`src/rtl/core/dbrb_pkg.sv`:
```
// Shared types and constants for the DNS blocking-response builder.
// Used by every module under rtl/core; depends on nothing.
`default_nettype none

package dbrb_pkg;

  // Channel payloads
  typedef struct packed {
    logic [7:0] request_byte;
    logic       start_of_packet;
  } in_item_t;

  typedef struct packed {
    logic [7:0] response_byte;
    logic       end_of_response;
  } out_item_t;

  // Classified item handed from the parser to the emitter
  typedef struct packed {
    logic       is_answer;   // last class byte: echo it, then append the answer
    logic [7:0] data;        // byte to echo (already patched for the header)
    logic [7:0] class_high;  // class high byte seen earlier in the question
  } entry_t;

  // Queue handshake between parser and emitter
  typedef struct packed {
    logic   valid;
    entry_t entry;
  } q_push_t;

  typedef struct packed {
    logic   valid;
    entry_t entry;
  } q_head_t;

  // Parser phases, one-hot
  typedef enum logic [7:0] {
    PH_HEADER   = 8'b0000_0001,
    PH_LEN      = 8'b0000_0010,
    PH_LABEL    = 8'b0000_0100,
    PH_TYPE_HI  = 8'b0000_1000,
    PH_TYPE_LO  = 8'b0001_0000,
    PH_CLASS_HI = 8'b0010_0000,
    PH_CLASS_LO = 8'b0100_0000,
    PH_DONE     = 8'b1000_0000
  } phase_t;

  // Configuration register indexes
  localparam logic CFG_ANSWER_TTL     = 1'b0;
  localparam logic CFG_ANSWER_ADDRESS = 1'b1;

  localparam logic [31:0] TTL_RESET     = 32'd174;
  localparam logic [31:0] ADDRESS_RESET = 32'd0;

  // Header layout
  localparam logic [3:0] HDR_FLAGS_HI_POS  = 4'd2;
  localparam logic [3:0] HDR_FLAGS_LO_POS  = 4'd3;
  localparam logic [3:0] HDR_ANCOUNT_LO_POS = 4'd7;
  localparam logic [3:0] HDR_LAST_POS      = 4'd11;

  localparam logic [7:0] FLAGS_HI      = 8'h80;
  localparam logic [7:0] FLAGS_LO      = 8'h03;
  localparam logic [7:0] ANCOUNT_LO    = 8'h01;
  localparam logic [7:0] NAME_PTR_HI   = 8'hc0;
  localparam logic [7:0] NAME_PTR_LO   = 8'h0c;
  localparam logic [7:0] TYPE_A_LO     = 8'h01;
  localparam logic [7:0] RDLEN_LO      = 8'h04;
  localparam logic [7:0] ZERO_BYTE     = 8'h00;

  // Emitter byte index within an answer burst (0 = echoed class low byte)
  localparam int         ANSWER_IDX_W = 5;
  localparam logic [4:0] AIDX_ECHO    = 5'd0;
  localparam logic [4:0] AIDX_PTR_HI  = 5'd1;
  localparam logic [4:0] AIDX_PTR_LO  = 5'd2;
  localparam logic [4:0] AIDX_TYPE_HI = 5'd3;
  localparam logic [4:0] AIDX_TYPE_LO = 5'd4;
  localparam logic [4:0] AIDX_CLS_HI  = 5'd5;
  localparam logic [4:0] AIDX_CLS_LO  = 5'd6;
  localparam logic [4:0] AIDX_TTL3    = 5'd7;
  localparam logic [4:0] AIDX_TTL2    = 5'd8;
  localparam logic [4:0] AIDX_TTL1    = 5'd9;
  localparam logic [4:0] AIDX_TTL0    = 5'd10;
  localparam logic [4:0] AIDX_LEN_HI  = 5'd11;
  localparam logic [4:0] AIDX_LEN_LO  = 5'd12;
  localparam logic [4:0] AIDX_ADDR3   = 5'd13;
  localparam logic [4:0] AIDX_ADDR2   = 5'd14;
  localparam logic [4:0] AIDX_ADDR1   = 5'd15;
  localparam logic [4:0] AIDX_LAST    = 5'd16;

  // Default depth of the parser-to-emitter queue
  localparam int QUEUE_DEPTH = 4;

endpackage

`default_nettype wire

```
`src/rtl/core/dbrb_front.sv`:
```
// Request parser: accepts request bytes, tracks the header/question phase and
// pushes one classified entry per byte that produces output. Uses dbrb_pkg.
`default_nettype none

module dbrb_front (
  input  wire logic              clk,
  input  wire logic              rst_n,
  input  wire logic              in_valid,
  output logic                   in_stall,
  input  wire dbrb_pkg::in_item_t in_item,
  input  wire logic              q_full,
  output dbrb_pkg::q_push_t      push
);

  dbrb_pkg::phase_t phase_r, phase_nxt, phase_cur;
  logic [3:0] header_pos_r, header_pos_nxt, header_pos_cur;
  logic [7:0] label_rem_r, label_rem_nxt, label_rem_cur, label_dec;
  logic [7:0] class_high_r, class_high_nxt;
  logic       accept;
  logic [7:0] b;

  assign in_stall = q_full;
  assign accept   = in_valid && !q_full;
  assign b        = in_item.request_byte;
  assign label_dec = label_rem_cur - 8'd1;

  // Classify the byte and work out the next parse state
  always_comb begin
    phase_cur      = phase_r;
    header_pos_cur = header_pos_r;
    label_rem_cur  = label_rem_r;
    if (in_item.start_of_packet) begin
      phase_cur      = dbrb_pkg::PH_HEADER;
      header_pos_cur = 4'd0;
      label_rem_cur  = 8'd0;
    end

    phase_nxt      = phase_cur;
    header_pos_nxt = header_pos_cur;
    label_rem_nxt  = label_rem_cur;
    class_high_nxt = class_high_r;

    push.valid            = 1'b0;
    push.entry.is_answer  = 1'b0;
    push.entry.data       = b;
    push.entry.class_high = class_high_r;

    unique case (phase_cur)
      dbrb_pkg::PH_HEADER: begin
        push.valid = accept;
        if (header_pos_cur == dbrb_pkg::HDR_FLAGS_HI_POS) begin
          push.entry.data = dbrb_pkg::FLAGS_HI;
        end else if (header_pos_cur == dbrb_pkg::HDR_FLAGS_LO_POS) begin
          push.entry.data = dbrb_pkg::FLAGS_LO;
        end else if (header_pos_cur == dbrb_pkg::HDR_ANCOUNT_LO_POS) begin
          push.entry.data = dbrb_pkg::ANCOUNT_LO;
        end
        if (header_pos_cur >= dbrb_pkg::HDR_LAST_POS) begin
          header_pos_nxt = 4'd0;
          phase_nxt      = dbrb_pkg::PH_LEN;
        end else begin
          header_pos_nxt = header_pos_cur + 4'd1;
        end
      end
      dbrb_pkg::PH_LEN: begin
        push.valid = accept;
        if (b == dbrb_pkg::ZERO_BYTE) begin
          phase_nxt = dbrb_pkg::PH_TYPE_HI;
        end else begin
          label_rem_nxt = b;
          phase_nxt     = dbrb_pkg::PH_LABEL;
        end
      end
      dbrb_pkg::PH_LABEL: begin
        push.valid    = accept;
        label_rem_nxt = label_dec;
        if (label_dec == 8'd0) begin
          phase_nxt = dbrb_pkg::PH_LEN;
        end
      end
      dbrb_pkg::PH_TYPE_HI: begin
        push.valid = accept;
        phase_nxt  = dbrb_pkg::PH_TYPE_LO;
      end
      dbrb_pkg::PH_TYPE_LO: begin
        push.valid = accept;
        phase_nxt  = dbrb_pkg::PH_CLASS_HI;
      end
      dbrb_pkg::PH_CLASS_HI: begin
        push.valid     = accept;
        class_high_nxt = b;
        phase_nxt      = dbrb_pkg::PH_CLASS_LO;
      end
      dbrb_pkg::PH_CLASS_LO: begin
        push.valid           = accept;
        push.entry.is_answer = 1'b1;
        phase_nxt            = dbrb_pkg::PH_DONE;
      end
      dbrb_pkg::PH_DONE: begin
        // drop trailing bytes
        push.valid = 1'b0;
      end
      default: begin
        push.valid = 1'b0;
        phase_nxt  = dbrb_pkg::PH_HEADER;
      end
    endcase
  end

  // Advance the parse state on each accepted item
  always_ff @(posedge clk) begin
    if (!rst_n) begin
      phase_r      <= dbrb_pkg::PH_HEADER;
      header_pos_r <= 4'd0;
      label_rem_r  <= 8'd0;
      class_high_r <= 8'd0;
    end else if (accept) begin
      phase_r      <= phase_nxt;
      header_pos_r <= header_pos_nxt;
      label_rem_r  <= label_rem_nxt;
      class_high_r <= class_high_nxt;
    end
  end

endmodule

`default_nettype wire

```
`src/rtl/core/dbrb_queue.sv`:
```
// Small FIFO that decouples the parser from the emitter.
// Holds dbrb_pkg::entry_t items; depth is set by the DEPTH parameter.
`default_nettype none

module dbrb_queue #(
  parameter int DEPTH = dbrb_pkg::QUEUE_DEPTH
) (
  input  wire logic              clk,
  input  wire logic              rst_n,
  input  wire dbrb_pkg::q_push_t push,
  output logic                   full,
  output dbrb_pkg::q_head_t      head,
  input  wire logic              pop
);

  localparam int PTR_W = (DEPTH > 1) ? $clog2(DEPTH) : 1;
  localparam int CNT_W = $clog2(DEPTH + 1);
  localparam logic [PTR_W-1:0] PTR_LAST = PTR_W'(DEPTH - 1);
  localparam logic [CNT_W-1:0] CNT_FULL = CNT_W'(DEPTH);

  dbrb_pkg::entry_t mem_r [DEPTH];
  logic [PTR_W-1:0] wr_ptr_r, wr_ptr_nxt, rd_ptr_r, rd_ptr_nxt;
  logic [CNT_W-1:0] count_r, count_nxt;
  logic             do_push, do_pop;

  assign full       = (count_r == CNT_FULL);
  assign head.valid = (count_r != '0);
  assign head.entry = mem_r[rd_ptr_r];
  assign do_push    = push.valid && !full;
  assign do_pop     = pop && head.valid;

  // Advance pointers with wrap at the configured depth
  always_comb begin
    wr_ptr_nxt = wr_ptr_r;
    rd_ptr_nxt = rd_ptr_r;
    count_nxt  = count_r;
    if (do_push) begin
      wr_ptr_nxt = (wr_ptr_r == PTR_LAST) ? '0 : wr_ptr_r + PTR_W'(1);
    end
    if (do_pop) begin
      rd_ptr_nxt = (rd_ptr_r == PTR_LAST) ? '0 : rd_ptr_r + PTR_W'(1);
    end
    if (do_push && !do_pop) begin
      count_nxt = count_r + CNT_W'(1);
    end else if (do_pop && !do_push) begin
      count_nxt = count_r - CNT_W'(1);
    end
  end

  always_ff @(posedge clk) begin
    if (!rst_n) begin
      wr_ptr_r <= '0;
      rd_ptr_r <= '0;
      count_r  <= '0;
    end else begin
      wr_ptr_r <= wr_ptr_nxt;
      rd_ptr_r <= rd_ptr_nxt;
      count_r  <= count_nxt;
    end
  end

  // Store entries; payload needs no reset
  always_ff @(posedge clk) begin
    if (do_push) begin
      mem_r[wr_ptr_r] <= push.entry;
    end
  end

endmodule

`default_nettype wire

```
`src/rtl/core/dbrb_back.sv`:
```
// Response emitter: drains the queue into the output register, expanding an
// answer entry into a 17-byte burst. Uses dbrb_pkg and the configured TTL/address.
`default_nettype none

module dbrb_back (
  input  wire logic               clk,
  input  wire logic               rst_n,
  input  wire dbrb_pkg::q_head_t  head,
  output logic                    pop,
  input  wire logic [31:0]        answer_ttl,
  input  wire logic [31:0]        answer_address,
  output logic                    out_valid,
  input  wire logic               out_stall,
  output dbrb_pkg::out_item_t     out_item
);

  logic                              out_valid_r;
  dbrb_pkg::out_item_t               out_item_r, out_item_nxt;
  logic [dbrb_pkg::ANSWER_IDX_W-1:0] idx_r, idx_nxt;
  logic                              adv;
  logic                              last_of_entry;
  logic [7:0]                        ans_byte;

  assign out_valid = out_valid_r;
  assign out_item  = out_item_r;

  // Output register is free when empty or being taken
  assign adv = !out_valid_r || !out_stall;
  assign last_of_entry = !head.entry.is_answer || (idx_r == dbrb_pkg::AIDX_LAST);
  assign pop = adv && head.valid && last_of_entry;

  // Select the answer byte at the current burst index
  always_comb begin
    unique case (idx_r)
      dbrb_pkg::AIDX_ECHO:    ans_byte = head.entry.data;
      dbrb_pkg::AIDX_PTR_HI:  ans_byte = dbrb_pkg::NAME_PTR_HI;
      dbrb_pkg::AIDX_PTR_LO:  ans_byte = dbrb_pkg::NAME_PTR_LO;
      dbrb_pkg::AIDX_TYPE_HI: ans_byte = dbrb_pkg::ZERO_BYTE;
      dbrb_pkg::AIDX_TYPE_LO: ans_byte = dbrb_pkg::TYPE_A_LO;
      dbrb_pkg::AIDX_CLS_HI:  ans_byte = head.entry.class_high;
      dbrb_pkg::AIDX_CLS_LO:  ans_byte = head.entry.data;
      dbrb_pkg::AIDX_TTL3:    ans_byte = answer_ttl[31:24];
      dbrb_pkg::AIDX_TTL2:    ans_byte = answer_ttl[23:16];
      dbrb_pkg::AIDX_TTL1:    ans_byte = answer_ttl[15:8];
      dbrb_pkg::AIDX_TTL0:    ans_byte = answer_ttl[7:0];
      dbrb_pkg::AIDX_LEN_HI:  ans_byte = dbrb_pkg::ZERO_BYTE;
      dbrb_pkg::AIDX_LEN_LO:  ans_byte = dbrb_pkg::RDLEN_LO;
      dbrb_pkg::AIDX_ADDR3:   ans_byte = answer_address[31:24];
      dbrb_pkg::AIDX_ADDR2:   ans_byte = answer_address[23:16];
      dbrb_pkg::AIDX_ADDR1:   ans_byte = answer_address[15:8];
      dbrb_pkg::AIDX_LAST:    ans_byte = answer_address[7:0];
      default:                ans_byte = dbrb_pkg::ZERO_BYTE;
    endcase
  end

  // Build the next output byte and burst index
  always_comb begin
    out_item_nxt.response_byte   = head.entry.is_answer ? ans_byte : head.entry.data;
    out_item_nxt.end_of_response = head.entry.is_answer && (idx_r == dbrb_pkg::AIDX_LAST);
    idx_nxt = idx_r;
    if (adv && head.valid && head.entry.is_answer) begin
      idx_nxt = (idx_r == dbrb_pkg::AIDX_LAST) ? dbrb_pkg::AIDX_ECHO
                                               : idx_r + dbrb_pkg::ANSWER_IDX_W'(1);
    end
  end

  // Control state
  always_ff @(posedge clk) begin
    if (!rst_n) begin
      out_valid_r <= 1'b0;
      idx_r       <= dbrb_pkg::AIDX_ECHO;
    end else begin
      idx_r <= idx_nxt;
      if (adv) begin
        out_valid_r <= head.valid;
      end
    end
  end

  // Hold the payload while stalled
  always_ff @(posedge clk) begin
    if (adv && head.valid) begin
      out_item_r <= out_item_nxt;
    end
  end

endmodule

`default_nettype wire

```
`src/rtl/core/dns_block_response_builder.sv`:
```
// DNS blocking-response builder, top level.
// Instantiates dbrb_front, dbrb_queue and dbrb_back; uses dbrb_pkg.
//
// Usage: request bytes enter on the in_ channel (valid/stall), one byte per
// item, with start_of_packet on the first header byte. Response bytes leave
// on the out_ channel, end_of_response set on the last byte of the answer.
// Header and question bytes each give one response byte; the last class byte
// gives 17 (its echo and the 16-byte answer). Bytes after the question give
// nothing.
// Timing: a response byte is registered in the queue and then in the output
// register before it appears on out_. Throughput: one request byte per cycle
// while the queue is not full; during an answer burst the parser runs ahead
// into the queue (QUEUE_DEPTH entries, four by default, the answer among them);
// the input stalls once the queue is full and resumes when the emitter pops.
// Stall: out_stall holds the output register; the queue keeps filling and
// in_stall rises once it is full.
// Configuration: cfg_index 0 writes the TTL, 1 the IPv4 address; write only
// while idle. Reset (synchronous, rst_n low) empties the queue, returns the
// parser to header byte 0 and loads TTL 174 and address 0. No clearing pass.
`default_nettype none

module dns_block_response_builder #(
  parameter int QUEUE_DEPTH = dbrb_pkg::QUEUE_DEPTH
) (
  input  wire logic                clk,
  input  wire logic                rst_n,
  input  wire logic                in_valid,
  output logic                     in_stall,
  input  wire dbrb_pkg::in_item_t  in_item,
  output logic                     out_valid,
  input  wire logic                out_stall,
  output dbrb_pkg::out_item_t      out_item,
  input  wire logic                cfg_wr_en,
  input  wire logic                cfg_index,
  input  wire logic [31:0]         cfg_wr_data
);

  logic [31:0]       answer_ttl_r;
  logic [31:0]       answer_address_r;
  dbrb_pkg::q_push_t push;
  dbrb_pkg::q_head_t head;
  logic              q_full;
  logic              pop;

  // Configuration registers
  always_ff @(posedge clk) begin
    if (!rst_n) begin
      answer_ttl_r     <= dbrb_pkg::TTL_RESET;
      answer_address_r <= dbrb_pkg::ADDRESS_RESET;
    end else if (cfg_wr_en) begin
      unique case (cfg_index)
        dbrb_pkg::CFG_ANSWER_TTL:     answer_ttl_r     <= cfg_wr_data;
        dbrb_pkg::CFG_ANSWER_ADDRESS: answer_address_r <= cfg_wr_data;
        default: ;
      endcase
    end
  end

  dbrb_front u_front (
    .clk      (clk),
    .rst_n    (rst_n),
    .in_valid (in_valid),
    .in_stall (in_stall),
    .in_item  (in_item),
    .q_full   (q_full),
    .push     (push)
  );

  dbrb_queue #(
    .DEPTH (QUEUE_DEPTH)
  ) u_queue (
    .clk   (clk),
    .rst_n (rst_n),
    .push  (push),
    .full  (q_full),
    .head  (head),
    .pop   (pop)
  );

  dbrb_back u_back (
    .clk            (clk),
    .rst_n          (rst_n),
    .head           (head),
    .pop            (pop),
    .answer_ttl     (answer_ttl_r),
    .answer_address (answer_address_r),
    .out_valid      (out_valid),
    .out_stall      (out_stall),
    .out_item       (out_item)
  );

endmodule

`default_nettype wire

```
`config.mk`:
```
export PLATFORM = sky130hd
export DESIGN_NAME = dns_block_response_builder
export DESIGN_NICKNAME = d
export VERILOG_FILES = /design/src/rtl/core/dbrb_pkg.sv /design/src/rtl/core/dbrb_front.sv /design/src/rtl/core/dbrb_queue.sv /design/src/rtl/core/dbrb_back.sv /design/src/rtl/core/dns_block_response_builder.sv
export SDC_FILE = /design/constraint.sdc
export NUM_CORES = 1
export LEC_CHECK = 0
export ABC_AREA = 1
export BUFFER_PORTS_ARGS = -buffer_cell sky130_fd_sc_hd__buf_2
export CAP_MARGIN = 40
export CELL_PAD_IN_SITES_DETAIL_PLACEMENT = 0
export CELL_PAD_IN_SITES_GLOBAL_PLACEMENT = 1
export CORE_MARGIN = 2
export CORE_UTILIZATION = 29
export CTS_CLUSTER_SIZE = 14
export DETAILED_ROUTE_END_ITERATION = 16
export GPL_TIMING_DRIVEN = 0
export PLACE_DENSITY = 0.58
export SLEW_MARGIN = 25
export SYNTH_ARGS = -nofsm -noshare
export SYNTH_HDL_FRONTEND = slang
export SYNTH_SLANG_ARGS = --single-unit
```
`constraint.sdc`:
```
create_clock -name clk -period 6.3 [get_ports clk]
set_input_delay 1.26 -clock clk [delete_from_list [all_inputs] [get_ports clk]]
set_output_delay 1.26 -clock clk [all_outputs]
set_load 0.01 [all_outputs]
```
==> reports/results.txt, run 1 <==
num ports = 58
post-route DRC violation count = 0
CTS tree = built
R2R Setup Slk = 3.65 ns
PortBufs = 57
crit start category = input pin
cell row count = 62
CP cell instances = buf_2 > inv_2 > buf_6 > nand2_4 > nand2_4 > nor2_8 > nand3_2 > nand2_1 > nor2_2 > nand2_2 > nand2_4 > inv_2 > ha_1 > inv_1 > fa_1 > a21oi_1 > o21ai_0 > o21ai_0 > a21oi_1
RSZ-0062 raised after global routing = no
CTS Buf Count = 17
Arrival @ worst endpoint = 3.67 ns
via count of the first global-routing pass = 6781
Layout Skew = 0.01492 ns
DR WL/cell = 16.87 um
crit-path most repeated cell = nand2_4
Die Span Y = 174.4 um
Cell Pwr Density = 359.6 nW/um2
sequential area share after synthesis = 0.5291
multi-input combinational cell area = 3415 um2
post-layout min period = 3.350 ns
Final WS setup = 2.950 ns
syn avg cell area = 8.214 um2
# setup viols final = 0
core area = 28630 um2
kind of critical path = in2reg
# nets final = 1166
crit end category = register
area delta synth->final = 16.88%
Ys Warns = 0
Initial Utilization = 0.2941
largest net degree at the start of global routing = 20
HP Class = reg2reg
via count = 6998
Hold Vio Cnt, Final = 0
grt ovf = 0
Pre-Repair DR Iteration Count = 5
Final ANT Viol Nets = 0
Via density = 4.665
syn nets = 1088
total power = 3539 uW
max_slew headroom = 0.4704
Max Buffers Root-to-Sink = 2
max cap viols = 0
Fin Hold WS = 0.4599 ns
ant diodes = 0
Die Width = 174.4 um
drt initial violations = 418
RD Place Congestion = 0.8048
Cell variety after synth = 43
gr usage total = 0.1686
FILL cells = 3061
area post-placement = 9233 um2
Place WS = 2.489 ns
status = finished clean
clk sink count = 184
Final period util = 0.5317
final wirelength = 25.31 mm
crit-path max cell delay = 0.37 ns
Req. time, crit path = 6.62 ns
Top delay family on crit path = simple AND/OR/NAND/NOR gates
Setup Buffers After CTS = 0
Gate Count Post-Synth = 1025
H-tree level count = 4
dpl hpwl = 18.92 mm
clock transition at the registers of the reported paths = 0.08 ns
Mapped Area = 8419 um2
worst vdd ir = 0.1524 mV
Worst-Skew Late Latency = 0.44 ns
Design Area, Final = 9841 um2
Critical-path top delay cell = fa_1
Worst-Margin Slew = 0.7944 ns
initial antenna violation count = 1
register area = 4454 um2
post_cts resized = 0
CP Max Fanout = 10
root buffer cell = clkbuf_16
Total Die Area = 30410 um2
final setup TNS = 0 ns
layout cells sized above 1 = 0.1210
Worst Path Buf+Inv = 5
first-pass GRT wire length = 38.84 mm
Yosys reg bits = 184
hold buffer count at CTS = 0
Lkg Pwr = 0.004014 uW
Final Max Slew Viols = 0
fmax = 298.5 MHz
## logic make-up after synthesis
family | Yosys count | synth area share
compound gates | 234 | 0.1508
xor+xnor | 1 | 0.001040
fa+ha+maj | 16 | 0.02467
buf+inv | 148 | 0.06836
flops | 184 | 0.5291
simple gates | 442 | 0.2260
## where the power goes
group          switching (uW)  internal [uW]
sequential               71.8           1420
combinational             643            302
clock                     531            574
## worst register-to-register path, cell delays in order (launching register included)
cell     delay [ns]
dfxtp_1        0.35
inv_1          0.06
nand2_1        0.09
o21ai_0        0.40
inv_1          0.34
nand2_1        0.23
ha_1           0.16
inv_1          0.06
fa_1           0.37
a21oi_1        0.14
o21ai_0        0.11
o21ai_0        0.16
a21oi_1        0.05
## cells in the mapped netlist
| master | n | area [um2] |
|---|---|---|
| o2111ai_1 | 3 | 26.28 |
| nor4_2 | 1 | 12.51 |
| nand2_4 | 3 | 33.78 |
| o221ai_1 | 1 | 8.760 |
| nor3_2 | 1 | 10.01 |
| a22oi_1 | 2 | 15.01 |
| nand2_2 | 5 | 31.28 |
| clkbuf_1 | 33 | 123.9 |
| nor2_1 | 170 | 638.1 |
| o211ai_1 | 4 | 30.03 |
| or2_2 | 3 | 18.77 |
| ha_1 | 15 | 187.7 |
| o21ai_0 | 117 | 585.6 |
| nand3b_1 | 3 | 22.52 |
| dfxtp_1 | 107 | 2142 |
| nand3_2 | 1 | 10.01 |
| a221oi_1 | 1 | 8.760 |
| nand4_1 | 11 | 68.82 |
| o21a_1 | 1 | 7.510 |
| o21ai_2 | 3 | 26.28 |
| nand3_1 | 46 | 230.2 |
| xor2_1 | 1 | 8.760 |
| nand2_1 | 176 | 660.6 |
| inv_2 | 6 | 22.52 |
| a32o_1 | 3 | 30.03 |
| edfxtp_1 | 77 | 2312 |
| buf_6 | 2 | 22.52 |
| nand3_4 | 2 | 35.03 |
| o211a_1 | 1 | 10.01 |
| nor3_1 | 10 | 50.05 |
| buf_1 | 1 | 3.750 |
| and2_1 | 1 | 6.260 |
| nor2_4 | 1 | 11.26 |
| fa_1 | 1 | 20.02 |
| o21ai_1 | 7 | 35.03 |
| buf_2 | 4 | 20.02 |
| a21oi_1 | 74 | 370.4 |
| o22ai_1 | 9 | 56.30 |
| o31ai_1 | 1 | 7.510 |
| a211oi_1 | 7 | 52.55 |
| nor2_2 | 7 | 43.79 |
| inv_1 | 102 | 382.9 |
| nor2_8 | 1 | 20.02 |
## final timing paths
kind / startpoint / endpoint / cells after the start
worst min-delay path: answer_ttl_r[1]$_SDFFE_PN1P_ / answer_ttl_r[1]$_SDFFE_PN1P_ / 2
worst min register to register: answer_ttl_r[1]$_SDFFE_PN1P_ / answer_ttl_r[1]$_SDFFE_PN1P_ / 2
worst max register to register: u_queue.count_r[0]$_SDFFE_PN0P_ / u_queue.count_r[2]$_SDFFE_PN0P_ / 12
worst max-delay path: in_item[0] / u_queue.count_r[2]$_SDFFE_PN0P_ / 19
## stage by stage
stage,cells,util
floorplan,1025,-
global placement,1466,0.3209
detailed placement,1468,0.3225
CTS,1500,0.3438
global route,1500,0.3438
finish,1500,0.3438
## area by class of cell
type / instances / area share
plain buffers: 40 / 0.01729
clock buffers: 18 / 0.04361
clock inverters: 14 / 0.01818
inverters: 108 / 0.04120
multi-input cells: 693 / 0.3470
flip-flops and latches: 184 / 0.4526
well taps: 384 / 0.04882
repair buffers: 59 / 0.03128
## layout by cell type (no fill, tap or decap), types with 4 or more instances in the layout
cell and n:
nand3_1 46, nor2_1 166, nor3_1 9, inv_1 102
a211oi_1 7, inv_2 6, o22ai_1 9, ha_1 15
o211ai_1 4, o21ai_1 7, dfxtp_1 107, clkbuf_16 17
edfxtp_1 77, nor2_2 9, nand4_1 11, a21oi_1 74
nand2_2 5, buf_6 4, o21ai_0 117, buf_2 61
clkbuf_1 34, nand2_1 176, inv_8 5
## routing by layer
| metal | part of all wire | up-vias | global-route usage |
|---|---|---|---|
| met4 | 0.012 | 0 | 0.04482 |
| met3 | 0.037 | 15 | 0.02581 |
| li1 | - | 3572 | - |
| met2 | 0.49 | 146 | 0.2946 |
| met5 | 0 | - | 0 |
| met1 | 0.46 | 3265 | 0.2166 |
## flip-flops by register name, summed over array words and instances, names as in the netlist, named ones only
signal,flops
u_back.idx_r,5
u_front.class_high_r,8
u_queue.wr_ptr_r,2
u_queue.rd_ptr_r,2
answer_ttl_r,32
u_front.phase_r,8
u_back.out_valid,1
u_queue.mem_r,68
u_front.header_pos_r,4
answer_address_r,32
u_queue.count_r,3
u_front.label_rem_r,8
u_back.out_item,9
No activity file was read; power rests on OpenSTA's default activity.
==> run 2, diff against run 1 <==
--- a/config.mk
+++ b/config.mk
@@ -5,7 +5,7 @@
 export SDC_FILE = /design/constraint.sdc
 export NUM_CORES = 1
 export LEC_CHECK = 0
-export ABC_AREA = 1
+export ABC_AREA = 0
 export BUFFER_PORTS_ARGS = -buffer_cell sky130_fd_sc_hd__buf_2
 export CAP_MARGIN = 40
 export CELL_PAD_IN_SITES_DETAIL_PLACEMENT = 0
==> constraint.sdc (replaced) <==
create_clock -name clk -period 2.8 [get_ports clk]
set_input_delay 0.56 -clock clk [delete_from_list [all_inputs] [get_ports clk]]
set_output_delay 0.56 -clock clk [all_outputs]
set_load 0.01 [all_outputs]
==> run 2 against run 1 <==
  * Final cell count fell by 13%
  * Sequential share of layout area shrank 0.11 points
  * Count of clock-buffer cells in the layout up 1
  * Routed wire length fell by 1.9%
  * Clock skew shrank 0.0030 ns
  * Critical endpoint unchanged
==> reports/results.txt, run 2 <==
status = finished clean
largest registers = u_queue.mem_r: 68 flops, answer_address_r: 32 flops, answer_ttl_r: 32 flops
Cell Pwr Density = 766.1 nW/um2 (+110%)
max cap viols = 0 (unchanged)
dpl hpwl = 18.30 mm (-3.3%)
Global Route met2 Usage = 0.2537 (-0.04098)
crit start category = register
most frequent cells after synthesis = nand2_1 (168), dfxtp_1 (107), a21oi_1 (86)
via count of the first global-routing pass = 6236 (-8.0%)
HP Start = cfg_wr_data[2]
final wirelength = 24.83 mm (-1.9%)
clock transition at the registers of the reported paths = 0.07 ns (about the same)
Arrival @ worst endpoint = 3.06 ns (-0.61 ns)
Worst-Skew Late Latency = 0.44 ns (about the same)
WHS Endpoint = answer_ttl_r[2]$_SDFFE_PN1P_
Max Buffers Root-to-Sink = 2 (unchanged)
Final period util = 0.9602
max_slew headroom = 0.4655 (-0.004888)
Final Max Slew Viols = 0 (unchanged)
Yosys reg bits = 184 (unchanged)
register area = 4461 um2 (+0.14%)
Most flops, register = u_queue.mem_r
HP Class = in2reg
largest net degree at the start of global routing = 20 (unchanged)
drt initial violations = 423 (+1.2%)
cell row count = 62 (unchanged)
R2R Setup Slk = 0.11 ns (-3.54 ns)
WHS Path Cells = 3 (+1)
grt met1 use = 0.2421 (+0.02556)
fmax = 371.9 MHz
Mapped Area = 8333 um2 (-1.0%)
predominant post-synthesis flop cell = dfxtp_1
Total Die Area = 30110 um2 (-1.0%)
most common cell after layout, fill and taps aside = nand2_1
RSZ-0062 raised after global routing = no
Ys Warns = 0 (unchanged)
PortBufs = 57 (unchanged)
Worst Reg-to-Reg Cells = 10 (-2)
DR WL/cell = 19.10 um (+13%)
Hold Vio Cnt, Final = 0 (unchanged)
root buffer cell = clkbuf_16
core area = 28470 um2 (-0.54%)
Lkg Pwr = 0.003471 uW (-14%)
CTS tree = built
Pre-Repair DR Iteration Count = 7 (+2)
syn nets = 883 (-19%)
ant diodes = 0 (unchanged)
ys async rst share = 0 (unchanged)
worst vdd ir = 0.3795 mV (+150%)
sequential area share after synthesis = 0.5345 (+0.005481)
Layout Skew = 0.01194 ns (-0.002974 ns)
max reg flops = 68 (unchanged)
RR Endpoint = u_queue.count_r[2]$_SDFFE_PN0P_
Global Route met3 Usage = 0.03158 (+0.005770)
via count = 6516 (-6.9%)
share of the synthesized area in the top cell type = 0.2775 (+0.002845)
# nets final = 966 (-17%)
Worst-Margin Slew = 0.7910 ns (-0.003453 ns)
most frequent cells in the layout = nand2_1 (168), dfxtp_1 (102), a21oi_1 (85)
total power = 7568 uW (+110%)
layout cells sized above 1 = 0.1670 (+0.04606)
num ports = 58 (unchanged)
reg-to-reg startpoint = u_front.phase_r[6]$_SDFFE_PN0P_
GRT Max-Usage Layer = met2
first-pass GRT wire length = 37.83 mm (-2.6%)
CP Max Fanout = 8 (-2)
Post-synth EDFFs = 77 (unchanged)
Cell variety after synth = 74 (+72%)
post-synth top area cell = edfxtp_1
top post-synthesis cells by area = edfxtp_1 (28%), dfxtp_1 (26%), nand2_1 (7.6%)
crit end category = register
CTS Buf Count = 17 (unchanged)
# setup viols final = 0 (unchanged)
Via density = 5.012 (+7.4%)
area delta synth->final = 18.56%
Final ANT Viol Nets = 0 (unchanged)
FILL cells = 2926 (-4.4%)
most frequent cell after synthesis = nand2_1
Die Width = 173.5 um (-0.50%)
H-tree level count = 4 (unchanged)
post-layout min period = 2.689 ns
RD Place Congestion = 0.8267 (+2.7%)
Core Util, Final = 0.3470 (+0.003236)
Die Span Y = 173.5 um (-0.50%)
clk sink count = 184 (unchanged)
Initial Utilization = 0.2927 (-0.001430)
multi-input combinational cell area = 3652 um2 (+7.0%)
Gate Count Post-Synth = 820 (-20%)
gr usage total = 0.1661 (-0.002437)
post-route DRC violation count = 0 (unchanged)
syn avg cell area = 10.16 um2 (+24%)
kind of critical path = reg2reg
Req. time, crit path = 3.17 ns (-3.45 ns)
initial antenna violation count = 0 (-1)
grt ovf = 0 (unchanged)
[run 2: layout make-up]
class	count	area share
inverter	16	0.006079
clock inverter	13	0.01748
sequential	184	0.4515
multi-input combinational	568	0.3697
clock buffer	19	0.04382
buffer	49	0.02432
tap	384	0.04863
timing repair buffer	67	0.03850
[run 2: cells by family after synthesis]
family / share of synthesized area
AND/OR/NAND/NOR: 0.1821
multiplexers: 0.07207
adder cells (fa/ha/maj): 0.02493
AO/OA/AOI/OAI: 0.1447
XOR/XNOR: 0.007358
flip-flops: 0.5345
buffers and inverters: 0.03423
[run 2: worst max-delay path by stage]
stage                                               start                               to  slack (ns)  cells after the start
after floorplan           u_front.phase_r[4]$_SDFFE_PN0P_  u_queue.count_r[2]$_SDFFE_PN0P_        0.07                     10
after global placement       u_back.idx_r[0]$_SDFFE_PN0P_  u_queue.count_r[2]$_SDFFE_PN0P_       -0.36                     12
after detailed placement     u_back.idx_r[0]$_SDFFE_PN0P_  u_queue.count_r[2]$_SDFFE_PN0P_       -0.37                     12
after CTS                    u_back.idx_r[0]$_SDFFE_PN0P_  u_queue.count_r[2]$_SDFFE_PN0P_       0.004                     11
after global routing                             register  u_queue.count_r[2]$_SDFFE_PN0P_       0.004                     11
final                     u_front.phase_r[6]$_SDFFE_PN0P_  u_queue.count_r[2]$_SDFFE_PN0P_        0.11                     10
[run 2: worst max-delay path: stages, from the launching register on]
cell      delay, ns
dfxtp_2        0.36
or4_4          0.56
o221ai_4       0.20
and2_1         0.15
buf_4          0.13
ha_2           0.19
inv_1          0.05
fa_1           0.37
xor2_1         0.17
or3_1          0.30
a21oi_1        0.14
[run 2: per-stage QoR]
stage               area (um2)  instances  setup slack (ns)  hold slack, ns  setup TNS [ns]
floorplan                 8333        820           0.07308          0.4322               0
global placement          9099       1261           -0.3599          0.4427          -5.875
detailed placement        9160       1266           -0.3712          0.4488          -5.960
CTS                       9812       1296          0.004059          0.3425               0
global route              9879       1300          0.003660          0.3613               0
finish                    9879       1300            0.1114          0.3519               0
[run 2: routing by layer]
metal  wire (um)  vias up
met1       12390     3193
met3        1133       14
met5           0        -
met2       11080      154
met4         229        0
li1            -     3155
[run 2: power by group]
part / switching [uW] / internal (uW) / leakage (uW)
logic: 1030 / 768 / 0.00159
registers: 141 / 3140 / 0.00161
clock network: 1080 / 1420 / 0.000276
total: 2240 / 5320 / 0.00347
[run 2: repair_timing]
item,CTS,global route
pin swaps,3,3
hold buffers,0,0
setup buffers,1,4
setup endpoints to repair,10,2
resized for setup,10,14
==> run 3, diff against run 2 <==
--- a/config.mk
+++ b/config.mk
@@ -10,12 +10,14 @@
 export CAP_MARGIN = 40
 export CELL_PAD_IN_SITES_DETAIL_PLACEMENT = 0
 export CELL_PAD_IN_SITES_GLOBAL_PLACEMENT = 1
+export CORE_ASPECT_RATIO = 1.1
 export CORE_MARGIN = 2
 export CORE_UTILIZATION = 29
 export CTS_CLUSTER_SIZE = 14
 export DETAILED_ROUTE_END_ITERATION = 16
 export GPL_TIMING_DRIVEN = 0
 export PLACE_DENSITY = 0.58
+export SKIP_CTS_REPAIR_TIMING = 1
 export SLEW_MARGIN = 25
 export SYNTH_ARGS = -nofsm -noshare
 export SYNTH_HDL_FRONTEND = slang
==> run 3 against run 2 <==
  * Design area shrank 0.19%
  * Flip-flop and latch count is the same
  * Via count shrank 0.87%
  * Sequential share of layout area grew 0.073 points
  * Worst setup slack lost 0.075 ns
  * Global-route usage shrank 0.21 points
  * Worst hold slack gained 0.024 ns
  * Largest cell class unchanged
  * Largest power group unchanged
  * Highest routed layer unchanged
==> reports/results.txt, run 3 (synthesis gave the netlist of run 2 again) <==
status = finished clean
PortBufs = 57 (unchanged)
CTS tree = built
Via density = 5.030 (+0.36%)
layout cells sized above 1 = 0.1670 (unchanged)
WHS Endpoint = answer_ttl_r[20]$_SDFFE_PN0P_
Max Buffers Root-to-Sink = 2 (unchanged)
crit end category = register
sequential power share = 0.433 (about the same)
Total Die Area = 30110 um2 (about the same)
area delta synth->final = 18.33%
# nets final = 966 (unchanged)
Clk pwr share = 0.336 (+0.006)
P_int = 5351 uW (+0.51%)
initial antenna violation count = 0 (unchanged)
largest net degree at the start of global routing = 17 (-15%)
kind of critical path = reg2reg
final setup TNS = 0 ns (unchanged)
total power = 7559 uW (-0.12%)
Final Max Slew Viols = 0 (unchanged)
CP Max Fanout = 10 (+2)
DR WL/cell = 19.16 um (+0.28%)
drt initial violations = 424 (+0.24%)
max cap viols = 0 (unchanged)
grt ovf = 0 (unchanged)
largest registers = u_queue.mem_r: 68 flops, answer_address_r: 32 flops, answer_ttl_r: 32 flops
Lkg Pwr = 0.003504 uW (+0.95%)
Worst Reg-to-Reg Cells = 12 (+2)
R2R Setup Slk = 0.04 ns (-0.08 ns)
max reg flops = 68 (unchanged)
dpl cells = 1249 (-1.3%)
Worst-Margin Slew = 0.8980 ns (+0.1070 ns)
# setup viols final = 0 (unchanged)
Layout Skew = 0.01433 ns (+0.002381 ns)
Cell Pwr Density = 766.6 nW/um2 (about the same)
CTS Buf Count = 17 (unchanged)
combinational share of power = 0.232 (-0.005)
via count = 6459 (-0.87%)
Arrival @ worst endpoint = 3.12 ns (+0.06 ns)
fmax = 361.8 MHz (-2.7%)
RR Endpoint = u_queue.count_r[2]$_SDFFE_PN0P_
Fin Hold WS = 0.3759 ns (+0.02396 ns)
num ports = 58 (unchanged)
final wirelength = 24.60 mm (-0.95%)
core area = 28460 um2 (about the same)
reg-to-reg startpoint = u_back.idx_r[0]$_SDFFE_PN0P_
post-route DRC violation count = 0 (unchanged)
Worst-Skew Late Latency = 0.43 ns (about the same)
Initial Utilization = 0.2927 (about the same)
HP Class = in2reg
Final ANT Viol Nets = 0 (unchanged)
clk sink count = 184 (unchanged)
via count of the first global-routing pass = 6240 (+0.064%)
Hold Vio Cnt, Final = 0 (unchanged)
Final period util = 0.9871 (+0.02694)
RD Place Congestion = 0.8169 (-1.2%)
Place WS = -0.3159 ns (+0.05529 ns)
Die Span Y = 181.8 um (+4.8%)
most frequent cells in the layout = nand2_1 (168), dfxtp_1 (105), a21oi_1 (85)
root buffer cell = clkbuf_16
first-pass GRT wire length = 37.76 mm (-0.18%)
most common cell after layout, fill and taps aside = nand2_1
HP Start = cfg_wr_data[20]
WHS Path Cells = 3 (unchanged)
dpl hpwl = 18.16 mm (-0.74%)
clock transition at the registers of the reported paths = 0.07 ns (about the same)
Final WS setup = 0.03601 ns (-0.07542 ns)
post-layout min period = 2.764 ns (+0.07542 ns)
Die Width = 165.6 um (-4.5%)
RSZ-0062 raised after global routing = yes
crit start category = register
Req. time, crit path = 3.15 ns (-0.02 ns)
cell row count = 65 (+4.8%)
H-tree level count = 4 (unchanged)
gr usage total = 0.1640 (-0.002135)
Pre-Repair DR Iteration Count = 6 (-1)
ant diodes = 0 (unchanged)
FILL cells = 2959 (+1.1%)
max_slew headroom = 0.3932 (-0.07230)
sw frac = 0.2922 (-0.004470)
NetSw = 2208 uW (-1.6%)
final std cells w/o fill = 1284 (-1.2%)
Most flops, register = u_queue.mem_r
worst vdd ir = 0.3552 mV (-6.4%)
run 3: changes by cell type in the layout (fill, tap and decap cells not counted), moves of 3 or more:
cell and change:
buf_6 +3, clkinvlp_4 -4, dfxtp_2 -4, clkbuf_1 -3, dfxtp_1 +3
run 3: worst max-delay path by stage:
stage	startpoint	endpoint	slack, ns	cells after the start
2_1_floorplan	u_front.phase_r[4]$_SDFFE_PN0P_	u_queue.count_r[2]$_SDFFE_PN0P_	0.07	10
3_3_place_gp	out_stall	u_queue.count_r[2]$_SDFFE_PN0P_	-0.37	10
3_5_place_dp	u_back.idx_r[0]$_SDFFE_PN0P_	u_queue.count_r[2]$_SDFFE_PN0P_	-0.32	12
4_1_cts	u_back.idx_r[0]$_SDFFE_PN0P_	u_queue.count_r[2]$_SDFFE_PN0P_	-0.32	12
5_1_grt	u_front.phase_r[3]$_SDFFE_PN0P_	u_queue.count_r[2]$_SDFFE_PN0P_	-0.09	11
6_report	u_back.idx_r[0]$_SDFFE_PN0P_	u_queue.count_r[2]$_SDFFE_PN0P_	0.04	12
run 3: metal layers:
layer	global-route usage	up-vias	routed length [um]
met5	0	-	0
met4	0.04696	0	367
met3	0.03226	22	869
met2	0.2785	126	12140
met1	0.2127	3165	11220
li1	-	3146	-
run 3: power groups by stage:
stage                     clock network (uW)  logic, uW  registers [uW]
after CTS                               2590       1730            3270
final                                   2540       1750            3270
after floorplan                            0       1110            3330
after global placement                     0       1690            3330
after detailed placement                   0       1730            3330
after global routing                    2710       1930            3300
run 3: layout make-up:
cell class / instances / area [um2] / share of cell area
clock inverters: 13 / 165.2 / 0.01675
clock buffers: 19 / 452.9 / 0.04593
multi-input cells: 568 / 3652 / 0.3704
flip-flops and latches: 184 / 4459 / 0.4522
plain buffers: 51 / 242.7 / 0.02462
repair buffers: 65 / 367.9 / 0.03730
well taps: 368 / 460.4 / 0.04669
inverters: 16 / 60.06 / 0.006091
run 3: per-stage QoR:
| stage | util | instance area (um2) |
|---|---|---|
| floorplan | - | 8333 |
| global placement | 0.3189 | 9079 |
| detailed placement | 0.3211 | 9139 |
| CTS | 0.3428 | 9757 |
| global route | 0.3464 | 9861 |
| finish | 0.3464 | 9861 |
run 3: critical path, stage by stage (launching register included):
cell,delay [ns]
dfxtp_4,0.37
inv_1,0.06
ha_2,0.23
and4bb_2,0.29
buf_4,0.20
o21a_2,0.26
inv_1,0.07
ha_1,0.18
inv_1,0.06
fa_1,0.37
xor2_1,0.17
or3_1,0.30
a21oi_1,0.13
